$ cat config.mk
export PLATFORM = sky130hd
export DESIGN_NAME = wind_vector_averager_core_flat
export DESIGN_NICKNAME = d
export VERILOG_FILES = /design/src/hdl/wva_pkg.sv /design/src/hdl/wva_in_if.sv /design/src/hdl/wva_out_if.sv /design/src/hdl/wva_cfg_if.sv /design/src/hdl/wva_div.sv /design/src/hdl/wva_ctrl.sv /design/src/hdl/wva_datapath.sv /design/src/hdl/wind_vector_averager_core.sv /design/src/flat_wrapper.sv
export SDC_FILE = /design/constraint.sdc
export NUM_CORES = 2
export LEC_CHECK = 0
export BUFFER_PORTS_ARGS = -buffer_cell sky130_fd_sc_hd__buf_4
export CAP_MARGIN = 20
export CORE_ASPECT_RATIO = 0.7
export CORE_MARGIN = 4
export CORE_UTILIZATION = 55
export CTS_BUF_LIST = sky130_fd_sc_hd__clkbuf_16
export DETAILED_ROUTE_END_ITERATION = 8
export PLACE_DENSITY = 0.69
export SLEW_MARGIN = 10
export SYNTH_ARGS = -nofsm -noshare
export SYNTH_HDL_FRONTEND = slang
export SYNTH_SLANG_ARGS = --single-unit
$ cat constraint.sdc
create_clock -name clk -period 31.2 [get_ports clk]
set_clock_uncertainty 0.2 [all_clocks]
set_input_delay 3.12 -clock clk [delete_from_list [all_inputs] [get_ports clk]]
set_output_delay 3.12 -clock clk [all_outputs]
set_load 0.01 [all_outputs]
$ cat src/hdl/wva_pkg.sv
// wind vector averager: shared types, constants and the arctangent table
// no dependencies; compiled first
`default_nettype none

package wva_pkg;

    localparam int CORD_W  = 40;   // cordic x/y datapath
    localparam int ZW      = 32;   // cordic angle, degrees in q.16
    localparam int DIV_W   = 24;   // divider dividend/quotient
    localparam int DEN_W   = 9;    // divider divisor
    localparam int STEP_W  = 5;    // cordic step index (table has 23 rows)
    localparam int MUL_A_W = 19;   // multiplier operand
    localparam int MUL_K_W = 16;
    localparam int PROD_W  = MUL_A_W + MUL_K_W;
    localparam int ACC_W   = 55;   // gain-corrected magnitude accumulator
    localparam int SUM_W   = 24;

    localparam logic [MUL_K_W-1:0] INV_GAIN = 16'd39797;

    // calibration divides by reciprocal multiply, exact for numerators below 2^20
    localparam int               REC_W     = 24;
    localparam int               CAL_SHIFT = 25;
    localparam logic [REC_W-1:0] REC_DIV3  = 24'd11184811;  // ceil(2^25 / 3)
    localparam logic [REC_W-1:0] REC_DIV7  = 24'd4793491;   // ceil(2^25 / 7)
    localparam logic [REC_W-1:0] REC_DIV27 = 24'd1242757;   // ceil(2^25 / 27)

    // configuration register indexes
    localparam logic [1:0] CFG_WINDOW_LENGTH   = 2'd0;
    localparam logic [1:0] CFG_CARRY_MEAN      = 2'd1;
    localparam logic [1:0] CFG_SPIKE_THRESHOLD = 2'd2;

    typedef enum logic [3:0] {
        ST_IDLE,
        ST_CAL,
        ST_GAIN,
        ST_ROT,
        ST_ACC,
        ST_DX_GO,
        ST_DX_WAIT,
        ST_DY_GO,
        ST_DY_WAIT,
        ST_VINIT,
        ST_VEC,
        ST_MUL_LO,
        ST_MUL_HI,
        ST_FIN
    } state_t;

    typedef enum logic [1:0] {
        DIV_X,
        DIV_Y
    } div_sel_t;

    typedef struct packed {
        logic              pulse;
        logic              tick_load;
        logic              div_start;
        div_sel_t          div_sel;
        logic              sp_load;
        logic              gain_load;
        logic              rot_step;
        logic              acc;
        logic              mx_load;
        logic              my_load;
        logic              vec_init;
        logic              vec_step;
        logic              mul_lo;
        logic              mul_hi;
        logic              fin;
        logic [STEP_W-1:0] step;
    } wva_cmd_t;

    typedef struct packed {
        logic div_done;
        logic fire;
        logic mean_zero;
        logic out_free;
    } wva_stat_t;

    // round(atan(2^-i) in degrees * 65536)
    function automatic logic [ZW-1:0] atan_lut(input logic [STEP_W-1:0] idx);
        logic [ZW-1:0] v;
        case (idx)
            5'd0:    v = 32'd2949120;
            5'd1:    v = 32'd1740967;
            5'd2:    v = 32'd919879;
            5'd3:    v = 32'd466945;
            5'd4:    v = 32'd234379;
            5'd5:    v = 32'd117306;
            5'd6:    v = 32'd58666;
            5'd7:    v = 32'd29335;
            5'd8:    v = 32'd14668;
            5'd9:    v = 32'd7334;
            5'd10:   v = 32'd3667;
            5'd11:   v = 32'd1833;
            5'd12:   v = 32'd917;
            5'd13:   v = 32'd458;
            5'd14:   v = 32'd229;
            5'd15:   v = 32'd115;
            5'd16:   v = 32'd57;
            5'd17:   v = 32'd29;
            5'd18:   v = 32'd14;
            5'd19:   v = 32'd7;
            5'd20:   v = 32'd4;
            5'd21:   v = 32'd2;
            5'd22:   v = 32'd1;
            default: v = 32'd0;
        endcase
        return v;
    endfunction

endpackage

`default_nettype wire

$ cat src/hdl/wva_in_if.sv
// input channel: pulse and tick words
// no dependencies
`default_nettype none

interface wva_in_if;
    logic       valid;
    logic       ready;
    logic       req_type;
    logic [15:0] capture_time;
    logic [8:0] vane_angle;

    modport source (output valid, output req_type, output capture_time, output vane_angle,
                    input ready);
    modport sink   (input valid, input req_type, input capture_time, input vane_angle,
                    output ready);
endinterface

`default_nettype wire

$ cat src/hdl/wva_out_if.sv
// output channel: window result words
// no dependencies
`default_nettype none

interface wva_out_if;
    logic        valid;
    logic        ready;
    logic [15:0] mean_speed;
    logic [8:0]  mean_bearing;
    logic [15:0] min_speed;
    logic [15:0] max_speed;

    modport source (output valid, output mean_speed, output mean_bearing,
                    output min_speed, output max_speed, input ready);
    modport sink   (input valid, input mean_speed, input mean_bearing,
                    input min_speed, input max_speed, output ready);
endinterface

`default_nettype wire

$ cat src/hdl/wva_cfg_if.sv
// configuration write channel
// no dependencies
`default_nettype none

interface wva_cfg_if;
    logic        valid;
    logic        ready;
    logic [1:0]  reg_index;
    logic [15:0] data;

    modport source (output valid, output reg_index, output data, input ready);
    modport sink   (input valid, input reg_index, input data, output ready);
endinterface

`default_nettype wire

$ cat src/hdl/wva_div.sv
// bit-serial restoring divider, one quotient bit per cycle
// depends on wva_pkg
`default_nettype none

module wva_div
    import wva_pkg::*;
(
    input  wire logic             clk,
    input  wire logic             rst_n,
    input  wire logic             start,
    input  wire logic [DIV_W-1:0] num,
    input  wire logic [DEN_W-1:0] den,
    output logic                  done,
    output logic [DIV_W-1:0]      quo
);

    localparam int CNT_W = $clog2(DIV_W + 1);

    logic             busy_reg, busy_next;
    logic             done_reg, done_next;
    logic [CNT_W-1:0] cnt_reg, cnt_next;
    logic [DEN_W-1:0] rem_reg, rem_next;
    logic [DEN_W-1:0] den_reg, den_next;
    logic [DIV_W-1:0] q_reg, q_next;
    logic [DEN_W:0]   trial;

    always_comb
    begin
        busy_next = busy_reg;
        done_next = 1'b0;
        cnt_next  = cnt_reg;
        rem_next  = rem_reg;
        den_next  = den_reg;
        q_next    = q_reg;
        trial     = {rem_reg, q_reg[DIV_W-1]};
        if (start)
        begin
            busy_next = 1'b1;
            cnt_next  = CNT_W'(DIV_W);
            rem_next  = '0;
            den_next  = den;
            q_next    = num;
        end
        else if (busy_reg)
        begin
            if (trial >= {1'b0, den_reg})
            begin
                rem_next = DEN_W'(trial - {1'b0, den_reg});
                q_next   = {q_reg[DIV_W-2:0], 1'b1};
            end
            else
            begin
                rem_next = trial[DEN_W-1:0];
                q_next   = {q_reg[DIV_W-2:0], 1'b0};
            end
            cnt_next = cnt_reg - 1'b1;
            if (cnt_reg == CNT_W'(1))
            begin
                busy_next = 1'b0;
                done_next = 1'b1;
            end
        end
    end

    always_ff @(posedge clk or negedge rst_n)
    begin
        if (!rst_n)
        begin
            busy_reg <= 1'b0;
            done_reg <= 1'b0;
            cnt_reg  <= '0;
        end
        else
        begin
            busy_reg <= busy_next;
            done_reg <= done_next;
            cnt_reg  <= cnt_next;
        end
    end

    always_ff @(posedge clk)
    begin
        rem_reg <= rem_next;
        den_reg <= den_next;
        q_reg   <= q_next;
    end

    assign done = done_reg;
    assign quo  = q_reg;

endmodule

`default_nettype wire

$ cat src/hdl/wva_ctrl.sv
// sequencing state machine for pulse and tick handling
// depends on wva_pkg
`default_nettype none

module wva_ctrl
    import wva_pkg::*;
#(
    parameter int CORDIC_STEPS = 16
)
(
    input  wire logic      clk,
    input  wire logic      rst_n,
    input  wire logic      in_valid,
    input  wire logic      in_req_type,
    output logic           in_ready,
    input  wire wva_stat_t stat,
    output wva_cmd_t       cmd
);

    state_t            state_reg, state_next;
    logic [STEP_W-1:0] step_reg, step_next;
    logic              last_step;

    assign last_step = (step_reg == STEP_W'(CORDIC_STEPS - 1));

    always_comb
    begin
        state_next = state_reg;
        case (state_reg)
            ST_IDLE:     if (in_valid && in_req_type) state_next = ST_CAL;
            ST_CAL:      state_next = ST_GAIN;
            ST_GAIN:     state_next = ST_ROT;
            ST_ROT:      if (last_step) state_next = ST_ACC;
            ST_ACC:      state_next = stat.fire ? ST_DX_GO : ST_IDLE;
            ST_DX_GO:    state_next = ST_DX_WAIT;
            ST_DX_WAIT:  if (stat.div_done) state_next = ST_DY_GO;
            ST_DY_GO:    state_next = ST_DY_WAIT;
            ST_DY_WAIT:  if (stat.div_done) state_next = ST_VINIT;
            ST_VINIT:    state_next = stat.mean_zero ? ST_FIN : ST_VEC;
            ST_VEC:      if (last_step) state_next = ST_MUL_LO;
            ST_MUL_LO:   state_next = ST_MUL_HI;
            ST_MUL_HI:   state_next = ST_FIN;
            ST_FIN:      if (stat.out_free) state_next = ST_IDLE;
            default:     state_next = ST_IDLE;
        endcase
    end

    always_comb
    begin
        cmd       = '0;
        cmd.step  = step_reg;
        in_ready  = 1'b0;
        step_next = step_reg;
        case (state_reg)
            ST_IDLE:
            begin
                in_ready      = 1'b1;
                cmd.pulse     = in_valid && !in_req_type;
                cmd.tick_load = in_valid && in_req_type;
            end
            ST_CAL:      cmd.sp_load = 1'b1;
            ST_GAIN:
            begin
                cmd.gain_load = 1'b1;
                step_next     = '0;
            end
            ST_ROT:
            begin
                cmd.rot_step = 1'b1;
                step_next    = step_reg + 1'b1;
            end
            ST_ACC:      cmd.acc = 1'b1;
            ST_DX_GO:
            begin
                cmd.div_start = 1'b1;
                cmd.div_sel   = DIV_X;
            end
            ST_DX_WAIT:  cmd.mx_load = stat.div_done;
            ST_DY_GO:
            begin
                cmd.div_start = 1'b1;
                cmd.div_sel   = DIV_Y;
            end
            ST_DY_WAIT:  cmd.my_load = stat.div_done;
            ST_VINIT:
            begin
                cmd.vec_init = 1'b1;
                step_next    = '0;
            end
            ST_VEC:
            begin
                cmd.vec_step = 1'b1;
                step_next    = step_reg + 1'b1;
            end
            ST_MUL_LO:   cmd.mul_lo = 1'b1;
            ST_MUL_HI:   cmd.mul_hi = 1'b1;
            ST_FIN:      cmd.fin = stat.out_free;
            default:     cmd = '0;
        endcase
    end

    always_ff @(posedge clk or negedge rst_n)
    begin
        if (!rst_n)
        begin
            state_reg <= ST_IDLE;
            step_reg  <= '0;
        end
        else
        begin
            state_reg <= state_next;
            step_reg  <= step_next;
        end
    end

endmodule

`default_nettype wire

$ cat src/hdl/wva_datapath.sv
// accumulator, cordic, multiplier and result registers of the averager
// depends on wva_pkg and wva_div
`default_nettype none

module wva_datapath
    import wva_pkg::*;
#(
    parameter int COUNT_BITS = 12
)
(
    input  wire logic        clk,
    input  wire logic        rst_n,
    input  wire wva_cmd_t    cmd,
    output wva_stat_t        stat,
    input  wire logic [15:0] in_capture_time,
    input  wire logic [8:0]  in_vane_angle,
    input  wire logic        cfg_we,
    input  wire logic [1:0]  cfg_index,
    input  wire logic [15:0] cfg_data,
    input  wire logic        out_ready,
    output logic             out_valid,
    output logic [15:0]      out_mean_speed,
    output logic [8:0]       out_mean_bearing,
    output logic [15:0]      out_min_speed,
    output logic [15:0]      out_max_speed
);

    localparam logic [COUNT_BITS-1:0] CNT_FULL = '1;
    localparam int                    CAL_P_W  = DIV_W + REC_W;

    // configuration
    logic [7:0]  wlen_reg;
    logic        carry_reg;
    logic [15:0] thr_reg;

    // architectural state
    logic [COUNT_BITS-1:0]   cnt_reg;
    logic [15:0]             last_cap_reg;
    logic signed [SUM_W-1:0] sum_x_reg, sum_y_reg;
    logic [7:0]              tick_reg;
    logic [15:0]             min_reg, max_reg;
    logic                    out_valid_reg;

    // working registers
    logic [DIV_W-1:0]         cal_num_reg;
    logic [REC_W-1:0]         cal_rec_reg;
    logic signed [9:0]        bdeg_reg;
    logic                     neg_reg;
    logic [15:0]              sp_reg;
    logic signed [CORD_W-1:0] x_reg, y_reg;
    logic signed [ZW-1:0]     z_reg;
    logic [8:0]               n_reg;
    logic signed [SUM_W-1:0]  mx_reg, my_reg;
    logic                     zero_reg;
    logic [ACC_W-1:0]         acc_reg;
    logic [15:0]              mean_reg, minw_reg, maxw_reg;
    logic [8:0]               brg_reg;

    // pulse gate
    logic [15:0] gap;
    assign gap = in_capture_time - last_cap_reg;

    // calibration operands from the pulse count
    logic [DIV_W-1:0] c_ext, cal_num;
    logic [REC_W-1:0] cal_rec;
    always_comb
    begin
        c_ext = DIV_W'(cnt_reg);
        if (c_ext < DIV_W'(140))
        begin
            cal_num = (c_ext << 7) + (c_ext << 5);
            cal_rec = REC_DIV27;
        end
        else if (c_ext < DIV_W'(170))
        begin
            cal_num = c_ext << 4;
            cal_rec = REC_DIV3;
        end
        else if (c_ext < DIV_W'(210))
        begin
            cal_num = c_ext << 5;
            cal_rec = REC_DIV7;
        end
        else
        begin
            cal_num = c_ext << 3;
            cal_rec = REC_DIV3;
        end
    end

    // calibrated speed: numerator times reciprocal, then drop the scale
    logic [CAL_P_W-1:0] cal_prod, cal_quo;
    logic [15:0]        sp_sat;
    assign cal_prod = CAL_P_W'(cal_num_reg) * CAL_P_W'(cal_rec_reg);
    assign cal_quo  = cal_prod >> CAL_SHIFT;
    assign sp_sat   = (cal_quo > CAL_P_W'(16'hFFFF)) ? 16'hFFFF : cal_quo[15:0];

    // vane angle folded into [-90, 90] with a sign flag
    logic [8:0]        a_red;
    logic signed [9:0] b_raw, b_fold;
    logic              b_neg;
    always_comb
    begin
        a_red  = (in_vane_angle >= 9'd360) ? in_vane_angle - 9'd360 : in_vane_angle;
        b_raw  = 10'sd90 - $signed({1'b0, a_red});
        b_neg  = (b_raw < -10'sd90);
        b_fold = b_neg ? b_raw + 10'sd180 : b_raw;
    end

    // divider for the window means
    logic [DIV_W-1:0] div_num, div_quo;
    logic [DEN_W-1:0] div_den;
    logic             div_done;
    logic [SUM_W-1:0] abs_x, abs_y;
    assign abs_x = sum_x_reg[SUM_W-1] ? SUM_W'(-sum_x_reg) : SUM_W'(sum_x_reg);
    assign abs_y = sum_y_reg[SUM_W-1] ? SUM_W'(-sum_y_reg) : SUM_W'(sum_y_reg);
    assign div_den = n_reg;

    always_comb
    begin
        case (cmd.div_sel)
            DIV_Y:   div_num = abs_y + DIV_W'(n_reg >> 1);
            default: div_num = abs_x + DIV_W'(n_reg >> 1);
        endcase
    end

    wva_div u_div (
        .clk   (clk),
        .rst_n (rst_n),
        .start (cmd.div_start),
        .num   (div_num),
        .den   (div_den),
        .done  (div_done),
        .quo   (div_quo)
    );

    logic signed [SUM_W-1:0] q_pos, q_neg;
    assign q_pos  = $signed(div_quo);
    assign q_neg  = -$signed(div_quo);

    // shared gain multiplier
    logic [CORD_W-1:0]  x_clamp;
    logic [MUL_A_W-1:0] mul_a;
    logic [PROD_W-1:0]  prod;
    assign x_clamp = x_reg[CORD_W-1] ? '0 : x_reg;
    always_comb
    begin
        if (cmd.mul_lo)
            mul_a = x_clamp[MUL_A_W-1:0];
        else if (cmd.mul_hi)
            mul_a = x_clamp[2*MUL_A_W-1:MUL_A_W];
        else
            mul_a = MUL_A_W'(sp_reg);
    end
    assign prod = PROD_W'(mul_a) * PROD_W'(INV_GAIN);

    // one cordic micro-rotation
    logic signed [CORD_W-1:0] xs, ys, x_step, y_step;
    logic signed [ZW-1:0]     at, z_step;
    logic                     ccw;
    always_comb
    begin
        xs  = x_reg >>> cmd.step;
        ys  = y_reg >>> cmd.step;
        at  = $signed(atan_lut(cmd.step));
        ccw = cmd.rot_step ? !z_reg[ZW-1] : !(!y_reg[CORD_W-1] && (y_reg != '0));
        if (ccw)
        begin
            x_step = x_reg - ys;
            y_step = y_reg + xs;
            z_step = z_reg - at;
        end
        else
        begin
            x_step = x_reg + ys;
            y_step = y_reg - xs;
            z_step = z_reg + at;
        end
    end

    // component rounding and saturating accumulation
    logic signed [CORD_W-1:0] cx_r, cy_r, cx, cy;
    logic signed [SUM_W+1:0]  sx, sy;
    logic signed [SUM_W-1:0]  sx_sat, sy_sat;
    logic [8:0]               n_now;
    always_comb
    begin
        cx_r = (x_reg + CORD_W'(128)) >>> 8;
        cy_r = (y_reg + CORD_W'(128)) >>> 8;
        cx   = neg_reg ? -cx_r : cx_r;
        cy   = neg_reg ? -cy_r : cy_r;
        sx   = (SUM_W+2)'(sum_x_reg) + cx[SUM_W+1:0];
        sy   = (SUM_W+2)'(sum_y_reg) + cy[SUM_W+1:0];
        if (sx > (SUM_W+2)'(8388607))
            sx_sat = 24'sh7FFFFF;
        else if (sx < -(SUM_W+2)'(8388608))
            sx_sat = -24'sh800000;
        else
            sx_sat = sx[SUM_W-1:0];
        if (sy > (SUM_W+2)'(8388607))
            sy_sat = 24'sh7FFFFF;
        else if (sy < -(SUM_W+2)'(8388608))
            sy_sat = -24'sh800000;
        else
            sy_sat = sy[SUM_W-1:0];
        n_now = {1'b0, tick_reg} + 9'd1;
    end

    // vectoring seed
    logic signed [CORD_W-1:0] xv, yv;
    assign xv = {{(CORD_W-SUM_W-12){mx_reg[SUM_W-1]}}, mx_reg, 12'd0};
    assign yv = {{(CORD_W-SUM_W-12){my_reg[SUM_W-1]}}, my_reg, 12'd0};

    // final magnitude and bearing
    logic [ACC_W-1:0]     mag_w;
    logic [15:0]          mag;
    logic signed [ZW-1:0] bb, bb_w, bb_r;
    logic [8:0]           brg;
    always_comb
    begin
        mag_w = acc_reg >> 28;
        mag   = (mag_w > ACC_W'(16'hFFFF)) ? 16'hFFFF : mag_w[15:0];
        bb    = 32'sd5898240 - z_reg;
        bb_w  = bb[ZW-1] ? bb + 32'sd23592960 : bb;
        bb_r  = (bb_w + 32'sd32768) >>> 16;
        brg   = (bb_r[8:0] >= 9'd360) ? 9'd0 : bb_r[8:0];
        if (zero_reg)
        begin
            mag = 16'd0;
            brg = 9'd0;
        end
    end

    assign stat.div_done  = div_done;
    assign stat.fire      = carry_reg ? (n_now > {1'b0, wlen_reg}) : (n_now >= {1'b0, wlen_reg});
    assign stat.mean_zero = (mx_reg == '0) && (my_reg == '0);
    assign stat.out_free  = !out_valid_reg || out_ready;

    // control and architectural state
    always_ff @(posedge clk or negedge rst_n)
    begin
        if (!rst_n)
        begin
            wlen_reg      <= 8'd10;
            carry_reg     <= 1'b0;
            thr_reg       <= 16'd10;
            cnt_reg       <= '0;
            last_cap_reg  <= '0;
            sum_x_reg     <= '0;
            sum_y_reg     <= '0;
            tick_reg      <= '0;
            min_reg       <= 16'hFFFF;
            max_reg       <= '0;
            out_valid_reg <= 1'b0;
        end
        else
        begin
            if (cfg_we)
            begin
                case (cfg_index)
                    CFG_WINDOW_LENGTH:   wlen_reg  <= cfg_data[7:0];
                    CFG_CARRY_MEAN:      carry_reg <= cfg_data[0];
                    CFG_SPIKE_THRESHOLD: thr_reg   <= cfg_data;
                    default:             wlen_reg  <= wlen_reg;
                endcase
            end
            if (cmd.pulse && (gap > thr_reg))
            begin
                if (cnt_reg != CNT_FULL)
                    cnt_reg <= cnt_reg + 1'b1;
                last_cap_reg <= in_capture_time;
            end
            if (cmd.tick_load)
                cnt_reg <= '0;
            if (cmd.acc)
            begin
                sum_x_reg <= sx_sat;
                sum_y_reg <= sy_sat;
                if (sp_reg < min_reg)
                    min_reg <= sp_reg;
                if (sp_reg > max_reg)
                    max_reg <= sp_reg;
                if (!stat.fire)
                    tick_reg <= n_now[7:0];
            end
            if (cmd.fin)
            begin
                out_valid_reg <= 1'b1;
                if (carry_reg)
                begin
                    sum_x_reg <= mx_reg;
                    sum_y_reg <= my_reg;
                    tick_reg  <= 8'd1;
                    min_reg   <= mag;
                    max_reg   <= mag;
                end
                else
                begin
                    sum_x_reg <= '0;
                    sum_y_reg <= '0;
                    tick_reg  <= '0;
                    min_reg   <= 16'hFFFF;
                    max_reg   <= '0;
                end
            end
            else if (out_ready)
                out_valid_reg <= 1'b0;
        end
    end

    // working registers
    always_ff @(posedge clk)
    begin
        if (cmd.tick_load)
        begin
            cal_num_reg <= cal_num;
            cal_rec_reg <= cal_rec;
            bdeg_reg    <= b_fold;
            neg_reg     <= b_neg;
        end
        if (cmd.sp_load)
            sp_reg <= sp_sat;
        if (cmd.gain_load)
        begin
            x_reg <= CORD_W'(prod[PROD_W-1:8]);
            y_reg <= '0;
            z_reg <= {{(ZW-26){bdeg_reg[9]}}, bdeg_reg, 16'd0};
        end
        if (cmd.rot_step || cmd.vec_step)
        begin
            x_reg <= x_step;
            y_reg <= y_step;
            z_reg <= z_step;
        end
        if (cmd.acc)
            n_reg <= n_now;
        if (cmd.mx_load)
            mx_reg <= sum_x_reg[SUM_W-1] ? q_neg : q_pos;
        if (cmd.my_load)
            my_reg <= sum_y_reg[SUM_W-1] ? q_neg : q_pos;
        if (cmd.vec_init)
        begin
            zero_reg <= stat.mean_zero;
            if (mx_reg[SUM_W-1])
            begin
                x_reg <= -xv;
                y_reg <= -yv;
                z_reg <= 32'sd11796480;
            end
            else
            begin
                x_reg <= xv;
                y_reg <= yv;
                z_reg <= '0;
            end
        end
        if (cmd.mul_lo)
            acc_reg <= ACC_W'(prod);
        if (cmd.mul_hi)
            acc_reg <= acc_reg + (ACC_W'(prod) << MUL_A_W) + (ACC_W'(1) << 27);
        if (cmd.fin)
        begin
            mean_reg <= mag;
            brg_reg  <= brg;
            minw_reg <= min_reg;
            maxw_reg <= max_reg;
        end
    end

    assign out_valid        = out_valid_reg;
    assign out_mean_speed   = mean_reg;
    assign out_mean_bearing = brg_reg;
    assign out_min_speed    = minw_reg;
    assign out_max_speed    = maxw_reg;

endmodule

`default_nettype wire

$ cat src/hdl/wind_vector_averager_core.sv
// a pulse word is taken in idle; a tick word runs calibration, gain load, cordic rotation and
// accumulation, and when it closes the window the mean divisions, vectoring and multiply
// flow: one word at a time; the two 24-step mean divisions and the
// iterative cordic set the tick time, a stalled result word adds its stall
// reset: rst_n asynchronous, active low; counts, sums, extrema, out valid and config to defaults
`default_nettype none

module wind_vector_averager_core
    import wva_pkg::*;
#(
    parameter int COUNT_BITS   = 12,
    parameter int CORDIC_STEPS = 16
)
(
    input  wire logic clk,
    input  wire logic rst_n,
    wva_in_if.sink    in_ch,
    wva_out_if.source out_ch,
    wva_cfg_if.sink   cfg_ch
);

    wva_cmd_t  cmd;
    wva_stat_t stat;

    // configuration writes are taken in any cycle
    assign cfg_ch.ready = 1'b1;

    // controller: takes words in idle, then steps the tick sequence
    wva_ctrl #(
        .CORDIC_STEPS (CORDIC_STEPS)
    ) u_ctrl (
        .clk         (clk),
        .rst_n       (rst_n),
        .in_valid    (in_ch.valid),
        .in_req_type (in_ch.req_type),
        .in_ready    (in_ch.ready),
        .stat        (stat),
        .cmd         (cmd)
    );

    // datapath: pulse gate, calibration multiply, cordic, mean divider, sums and result register
    wva_datapath #(
        .COUNT_BITS (COUNT_BITS)
    ) u_dp (
        .clk              (clk),
        .rst_n            (rst_n),
        .cmd              (cmd),
        .stat             (stat),
        .in_capture_time  (in_ch.capture_time),
        .in_vane_angle    (in_ch.vane_angle),
        .cfg_we           (cfg_ch.valid),
        .cfg_index        (cfg_ch.reg_index),
        .cfg_data         (cfg_ch.data),
        .out_ready        (out_ch.ready),
        .out_valid        (out_ch.valid),
        .out_mean_speed   (out_ch.mean_speed),
        .out_mean_bearing (out_ch.mean_bearing),
        .out_min_speed    (out_ch.min_speed),
        .out_max_speed    (out_ch.max_speed)
    );

endmodule

`default_nettype wire

$ cat src/flat_wrapper.sv
// flat-port wrapper written by rule: the top's interface ports become plain ports
module wind_vector_averager_core_flat import wva_pkg::*;
#(
    parameter int COUNT_BITS   = 12,
    parameter int CORDIC_STEPS = 16
)
  (clk, rst_n, in_ch_valid, in_ch_req_type, in_ch_capture_time, in_ch_vane_angle, in_ch_ready, out_ch_valid, out_ch_mean_speed, out_ch_mean_bearing, out_ch_min_speed, out_ch_max_speed, out_ch_ready, cfg_ch_valid, cfg_ch_reg_index, cfg_ch_data, cfg_ch_ready);
  wva_in_if in_ch_i ();
  wva_out_if out_ch_i ();
  wva_cfg_if cfg_ch_i ();
  input  wire logic clk;
  input  wire logic rst_n;
  input wire logic [$bits(in_ch_i.valid)-1:0] in_ch_valid;
  input wire logic [$bits(in_ch_i.req_type)-1:0] in_ch_req_type;
  input wire logic [$bits(in_ch_i.capture_time)-1:0] in_ch_capture_time;
  input wire logic [$bits(in_ch_i.vane_angle)-1:0] in_ch_vane_angle;
  output wire logic [$bits(in_ch_i.ready)-1:0] in_ch_ready;
  output wire logic [$bits(out_ch_i.valid)-1:0] out_ch_valid;
  output wire logic [$bits(out_ch_i.mean_speed)-1:0] out_ch_mean_speed;
  output wire logic [$bits(out_ch_i.mean_bearing)-1:0] out_ch_mean_bearing;
  output wire logic [$bits(out_ch_i.min_speed)-1:0] out_ch_min_speed;
  output wire logic [$bits(out_ch_i.max_speed)-1:0] out_ch_max_speed;
  input wire logic [$bits(out_ch_i.ready)-1:0] out_ch_ready;
  input wire logic [$bits(cfg_ch_i.valid)-1:0] cfg_ch_valid;
  input wire logic [$bits(cfg_ch_i.reg_index)-1:0] cfg_ch_reg_index;
  input wire logic [$bits(cfg_ch_i.data)-1:0] cfg_ch_data;
  output wire logic [$bits(cfg_ch_i.ready)-1:0] cfg_ch_ready;
  assign in_ch_i.valid = in_ch_valid;
  assign in_ch_i.req_type = in_ch_req_type;
  assign in_ch_i.capture_time = in_ch_capture_time;
  assign in_ch_i.vane_angle = in_ch_vane_angle;
  assign in_ch_ready = in_ch_i.ready;
  assign out_ch_valid = out_ch_i.valid;
  assign out_ch_mean_speed = out_ch_i.mean_speed;
  assign out_ch_mean_bearing = out_ch_i.mean_bearing;
  assign out_ch_min_speed = out_ch_i.min_speed;
  assign out_ch_max_speed = out_ch_i.max_speed;
  assign out_ch_i.ready = out_ch_ready;
  assign cfg_ch_i.valid = cfg_ch_valid;
  assign cfg_ch_i.reg_index = cfg_ch_reg_index;
  assign cfg_ch_i.data = cfg_ch_data;
  assign cfg_ch_ready = cfg_ch_i.ready;
  wind_vector_averager_core #(.COUNT_BITS(COUNT_BITS), .CORDIC_STEPS(CORDIC_STEPS)) u_core (.clk(clk), .rst_n(rst_n), .in_ch(in_ch_i), .out_ch(out_ch_i), .cfg_ch(cfg_ch_i));
endmodule
After elaboration in Yosys (flattened, before gate mapping)
Memory sizes are Yosys's and may differ from the RTL's.
Index checks and enable logic that the tools add are counted.
- bits in registers: 557
- bits in read-only memories: 704
- input bits: 49
- output and inout bits: 60
- word-level logic and storage cells: 263
- memories: 1
- memory list (name ; depth ; bits a word ; rd ports ; clocked after memory_dff ; wr ports ; RTL line ; source):
    (no name shown) ; 32 ; 22 ; 1 ; 0 ; 0 ; wva_pkg.sv:83 ; case (idx)
- add/sub/neg operators: 34
- multipliers: 2
- order comparisons: 18
- equality and inequality tests: 26
- shift-type cells: 2
- multiplexer cells: 103
- reduce and logical (&&, ||, !) cells: 40
- operator list (operator ; number):
    2-to-1 mux 24 bit ; 22
    2-to-1 mux 40 bit ; 10
    2-to-1 mux 16 bit ; 10
    2-to-1 mux 32 bit ; 4
    2-to-1 mux 55 bit ; 2
    adder 40 bit ; 2
    negation 36 -> 40 bit ; 2
    >>> shifter 40 x 5 -> 40 bit ; 2
    subtractor 40 bit ; 2
    negation 24 bit ; 3
    adder 34 x 9 -> 34 bit (second input constant) ; 2
    case mux 4 bit (14 select lines) ; 1
    adder 55 x 28 -> 55 bit (second input constant) ; 1
    adder 55 x 54 -> 55 bit ; 1
    adder 26 bit ; 2
    > comparator 26 x 24 -> 1 bit (second input constant) ; 2
    less-than comparator 26 x 24 -> 1 bit (second input constant) ; 2
    2-to-1 mux 26 bit ; 2
    negation 26 bit ; 2
    adder 24 x 8 -> 24 bit ; 2
    logical NOT 24 bit ; 2
    multiplier 24 x 24 -> 48 bit ; 1
    nonzero test 40 bit ; 1
    2-to-1 mux 19 bit ; 2
    62 further kinds ; 143

Longest topological paths before layout
- word-level depth: 9
- depth in mapped cells: 41
- depth with buffers taken out: 38

Cells and area by module
Synthesis repeated with hierarchy kept, for this count alone.
- cells, all modules: 7378
- area, all modules: 66937.9 um2
- modules (own cells, without submodules) (module ; times used ; cells each ; area each (um2) ; seq. area each (um2)):
    wva_datapath ; 1 ; 7054 ; 63489.6 ; 12977.4
    wva_div ; 1 ; 202 ; 2514.9 ; 1346.3
    wva_ctrl ; 1 ; 120 ; 922.1 ; 225.2
    wind_vector_averager_core ; 1 ; 2 ; 11.3 ; 0.0

Least setup slack after synthesis
Ideal clock, no wire load.
- path kind: reg-to-reg
- from: register u_core.u_ctrl.state_reg[3]
- to: register u_core.u_dp.acc_reg[53], data pin
- setup time: 266 ps
- arrival: 9543 ps
- data required time: 30734 ps
- path slack: 21191 ps
- stages on the path, launching flop included: 39
- buffers on the path: 4
- period minus slack after synthesis: 10009 ps
- path through: dfrtp_1 -> clkbuf_1 -> clkbuf_1 -> nand2b_1 -> nor2_1 -> clkbuf_1 -> clkbuf_1 -> a22oi_1 -> o21ai_0 -> ha_1 -> ha_1 -> inv_1 -> fa_1 -> inv_1 -> fa_1 -> fa_1 -> inv_1 -> fa_1 -> (+3 left out) -> a2111o_1 -> a21oi_1 -> nor3b_1 -> o21a_1 -> o21a_1 -> o21ai_0 -> nand2b_1 -> xnor2_1 -> inv_1 -> ha_1 -> ha_1 -> nand4_1 -> o21ai_0 -> a211oi_1 -> or4_1 -> a22o_1 -> xor2_1 -> nor2_1
- cells in the longest elaborated chain, start to end: 8
- elaborated cells between the ends (all ways): 10
- those cells by class: add/sub (2); mul (1); eq/ne (2); mux (5)
- ends and longest elaborated chain (what ; RTL line ; source):
    start, declared ; wva_ctrl.sv:20 ; state_t state_reg, state_next;
    start signal, assigned ; wva_ctrl.sv:111 ; state_reg <= state_next;
    == test 4 bit ; wva_ctrl.sv:54 ; case (state_reg)
    2-to-1 mux 1 bit ; wva_ctrl.sv:54 ;
    2-to-1 mux 19 bit ; wva_datapath.sv:150 ; else if (cmd.mul_hi)
    2-to-1 mux 19 bit ; wva_datapath.sv:148 ; if (cmd.mul_lo)
    multiplier 19 x 16 -> 35 bit ; wva_datapath.sv:155 ; assign prod = PROD_W'(mul_a) * PROD_W'(INV_GAIN);
    adder 55 x 54 -> 55 bit ; wva_datapath.sv:360 ; acc_reg <= acc_reg + (ACC_W'(prod) << MUL_A_W) + (ACC_W'(1) << 27);
    adder 55 x 28 -> 55 bit ; wva_datapath.sv:360 ;
    2-to-1 mux 55 bit (*) ; wva_datapath.sv:359 ; if (cmd.mul_hi)
    end signal, assigned ; wva_datapath.sv:358 ; acc_reg <= ACC_W'(prod);
    end signal, assigned ; wva_datapath.sv:360 ;
    end, declared ; wva_datapath.sv:55 ; logic [ACC_W-1:0] acc_reg;
Every way passes the cells marked *; elsewhere a longest branch is shown, timed or not.
A chain may end at the register's enable or synchronous reset.

Final worst setup path
- from: register u_core.u_ctrl.state_reg[3]
- to: register u_core.u_dp.acc_reg[54], data pin
Same word-level chain as after synthesis.

==> impl_metrics.toml <==
[run_status]
status = "completed"

[grt]
grt_usage = 0.342
grt_antenna_before_repair = 5
grt_max_degree = 101
grt_pass1_vias = 53600
grt-ovfl-total = 0
grt_pass1_wl_um = 328000

[worst_setup_path]
r2r_start = "u_core.u_ctrl.state_reg[3]"
critical_path.slowest_cell = "a2111oi_0"
critPathLaunchType = "register"
cp.required_ns = 31.41
criticalPathCategory = "register to register"
critPathMaxFanout = 50
cp.arrival_ns = 12.23
cpPeakStageDelay_ns = 1.17
endpoint_kind = "register"
crit_path_start = "u_core.u_ctrl.state_reg[3]"

[logic_synthesis]
synth_edf_count = 346
syn_area_per_cell_um2 = 8.83
syn-cell-area_um2 = 64700
synth-seq-area-share = 0.225
netlist_instances = 7326
yosys-top-cells-area = "edfxtp_1 (16%), ha_1 (13%), fa_1 (12%), dfrtp_1 (5.3%), xnor2_1 (4.9%)"
synthFlopType = "edfxtp_1"
synth-seq-cells = 513
synth_area_leader_cell = "edfxtp_1"
yosys_warnings = 0
synth_top_area_frac = 0.161
synth.distinct_cells = 105
async_flop_share = 0.308

[detailed_routing]
wl_per_cell_um = 24.3
top_layer = "met5"
wl_met1_um = 97400
wl_met3_um = 28300
wl_met2_um = 84900
wl_um = 215000
first_iter_violations = 7181
via_count = 57100
antenna_left = 0
drc = 0
first_pass_iters = 9
vias_per_cell = 6.44

[timing]
setup_viol = 0
maxSlewHeadroom = 0.170
rsz0062_at_grt = "false"
tightestPinTransition_ns = 1.21
fin_crit_sh = 0.385
hold_viol = 0
finalSetupTns_ns = 0
final.hold.worst_slack_ns = 0.253
clock.fmax_mhz = 83.2
post-route-worst-setup-slack_ns = 19.18
final_max_slew_viol_count = 0
period_needed_ns = 12.02

[min_path]
worstHoldStart = "u_core.u_dp.div_den[0]"
hold_path.class = "register to register"

[clock_network]
cts_resized = 0
cts-root-buf = "clkbuf_16"
cts_buffer_depth = 3
numCtsBuffers = 57
cts_tree = "yes"
clk_latency_ns = 0.71
cts.sinks = 513
clkTransAtPathRegs_ns = 0.09
ctsHoldBuffers = 0
htreeDepth = 2
postCtsSetupRepairBufs = 0

[layout]
area_growth_pct = 6.77
fin_cells = 8862
nNetsFinal = 8380
postLayoutCellArea_um2 = 69100
nFillCells = 10200
drive_gt1_frac = 0.0682

[floorplanning]
die_h_um = 295
die_width_um = 418
ios = 109
core_area_um2 = 116000
fp.dieArea_um2 = 123000
initial_utilization = 0.559
num_rows = 104

[pwr]
ir_drop_mv = 0.0461
power_density_nw_per_um2 = 22.4
p_leak_nw = 31.1

[place]
dpl.hpwl_um = 170000
io_buffers = 107
placed_cell_area_um2 = 67000
globalplace.congestion = 1.01
post-place-ws_ns = 19.65
dp_cells = 8746

[flow_run]
drv.max_cap_violation_count = 0
==> layout make-up <==
cell class	count	area, µm²	share of cell area
repair buffers	203	1540	0.0222
multi-input cells	5743	46200	0.669
well taps	1537	1920	0.0278
clock inverters	48	534	0.00773
flip-flops and latches	513	14600	0.211
inverters	754	2840	0.0410
diodes	4	10.0	0.000145
clock buffers	60	1500	0.0217
==> cells in the final DEF, fill, tap and decap left out, types with 51 or more instances in the layout <==
master / instances
inv_1: 758
ha_1: 680
nand2_1: 597
nor2_1: 443
o21ai_0: 387
fa_1: 379
xnor2_1: 365
a21oi_1: 352
edfxtp_1: 346
xor2_1: 274
buf_4: 199
a21o_1: 185
nand3_1: 166
dfrtp_1: 135
nor3_1: 120
mux2i_1: 108
and2_1: 103
o22ai_1: 103
nand2b_1: 102
nand4_1: 98
o211ai_1: 78
a22oi_1: 72
o21a_1: 69
and3_1: 62
o31ai_1: 62
clkbuf_16: 60
or3_1: 58
a211oi_1: 56
nor2b_1: 53
o21ai_1: 51
==> critical path, delay by kind of cell, from the launching register on <==
family	cells	cell delay, ns
AOI/OAI and AO/OA	13	4.38
xor gates and xnor gates	1	0.30
adders and majority gates	9	3.87
buffers and inverters	6	0.57
DFF	1	0.76
muxes	1	0.16
and+or+nand+nor	6	1.45
==> cells by family (layout without fill, tap and decap cells) <==
kind of cell	count (synthesis)	in the layout	share of synthesized area
and+or+nand+nor	2024	2024	0.154
muxes	188	188	0.0353
buffers and inverters	1071	1065	0.0632
other	2	7	0.000116
AOI/OAI and AO/OA	1827	1827	0.186
xor gates and xnor gates	640	640	0.0869
adders and majority gates	1061	1061	0.249
DFF	513	513	0.225
==> power breakdown <==
group          switching (W)  internal, W  leakage [nW]
Clock               0.000331     0.000425          1.03
Sequential        0.00000362     0.000728          4.63
Combinational      0.0000316    0.0000263          25.5
Total               0.000367      0.00118          31.1
==> per-layer routing <==
metal,global-route usage,vias to the layer above
li1,-,26000
met1,0.532,27600
met2,0.471,3069
met3,0.0928,341
met4,0.0725,8
met5,0.000377,-
==> synthesized netlist by cell type (all sizes together) (73+ instances only) <==
master and instances:
o21ai 439, edfxtp 346, fa 379, mux2i 109, buf 73, nand2b 102
o211ai 78, a21oi 352, nand2 600, xnor2 365, xor2 274, ha 680
o22ai 103, dfrtp 138, and2 104, nor3 125, a21o 185, clkbuf 244
nand3 167, nand4 98, nor2 452, inv 752
==> path summary, 6_finish.rpt <==
kind / slack (ns) / cells after the start / end
setup / recovery: 19.18 / 36 / u_core.u_dp.acc_reg[54]
hold / removal: 0.25 / 0 / u_core.u_dp.u_div.den_reg[0]
setup reg to reg: 19.18 / 36 / u_core.u_dp.acc_reg[54]
hold reg to reg: 0.25 / 0 / u_core.u_dp.u_div.den_reg[0]
max in group asynchronous: 26.60 / 3 / u_core.u_ctrl.state_reg[1]
min in group asynchronous: 2.23 / 1 / u_core.u_dp.last_cap_reg[10]
==> stage by stage <==
stage / power (W) / utilization
after floorplan: 0.000782 / -
after CTS: 0.00155 / 0.596
after global routing: 0.00159 / 0.596
final: 0.00155 / 0.597
after global placement: 0.000801 / 0.579
after detailed placement: 0.000803 / 0.579
(Power assumes the default switching activity.)
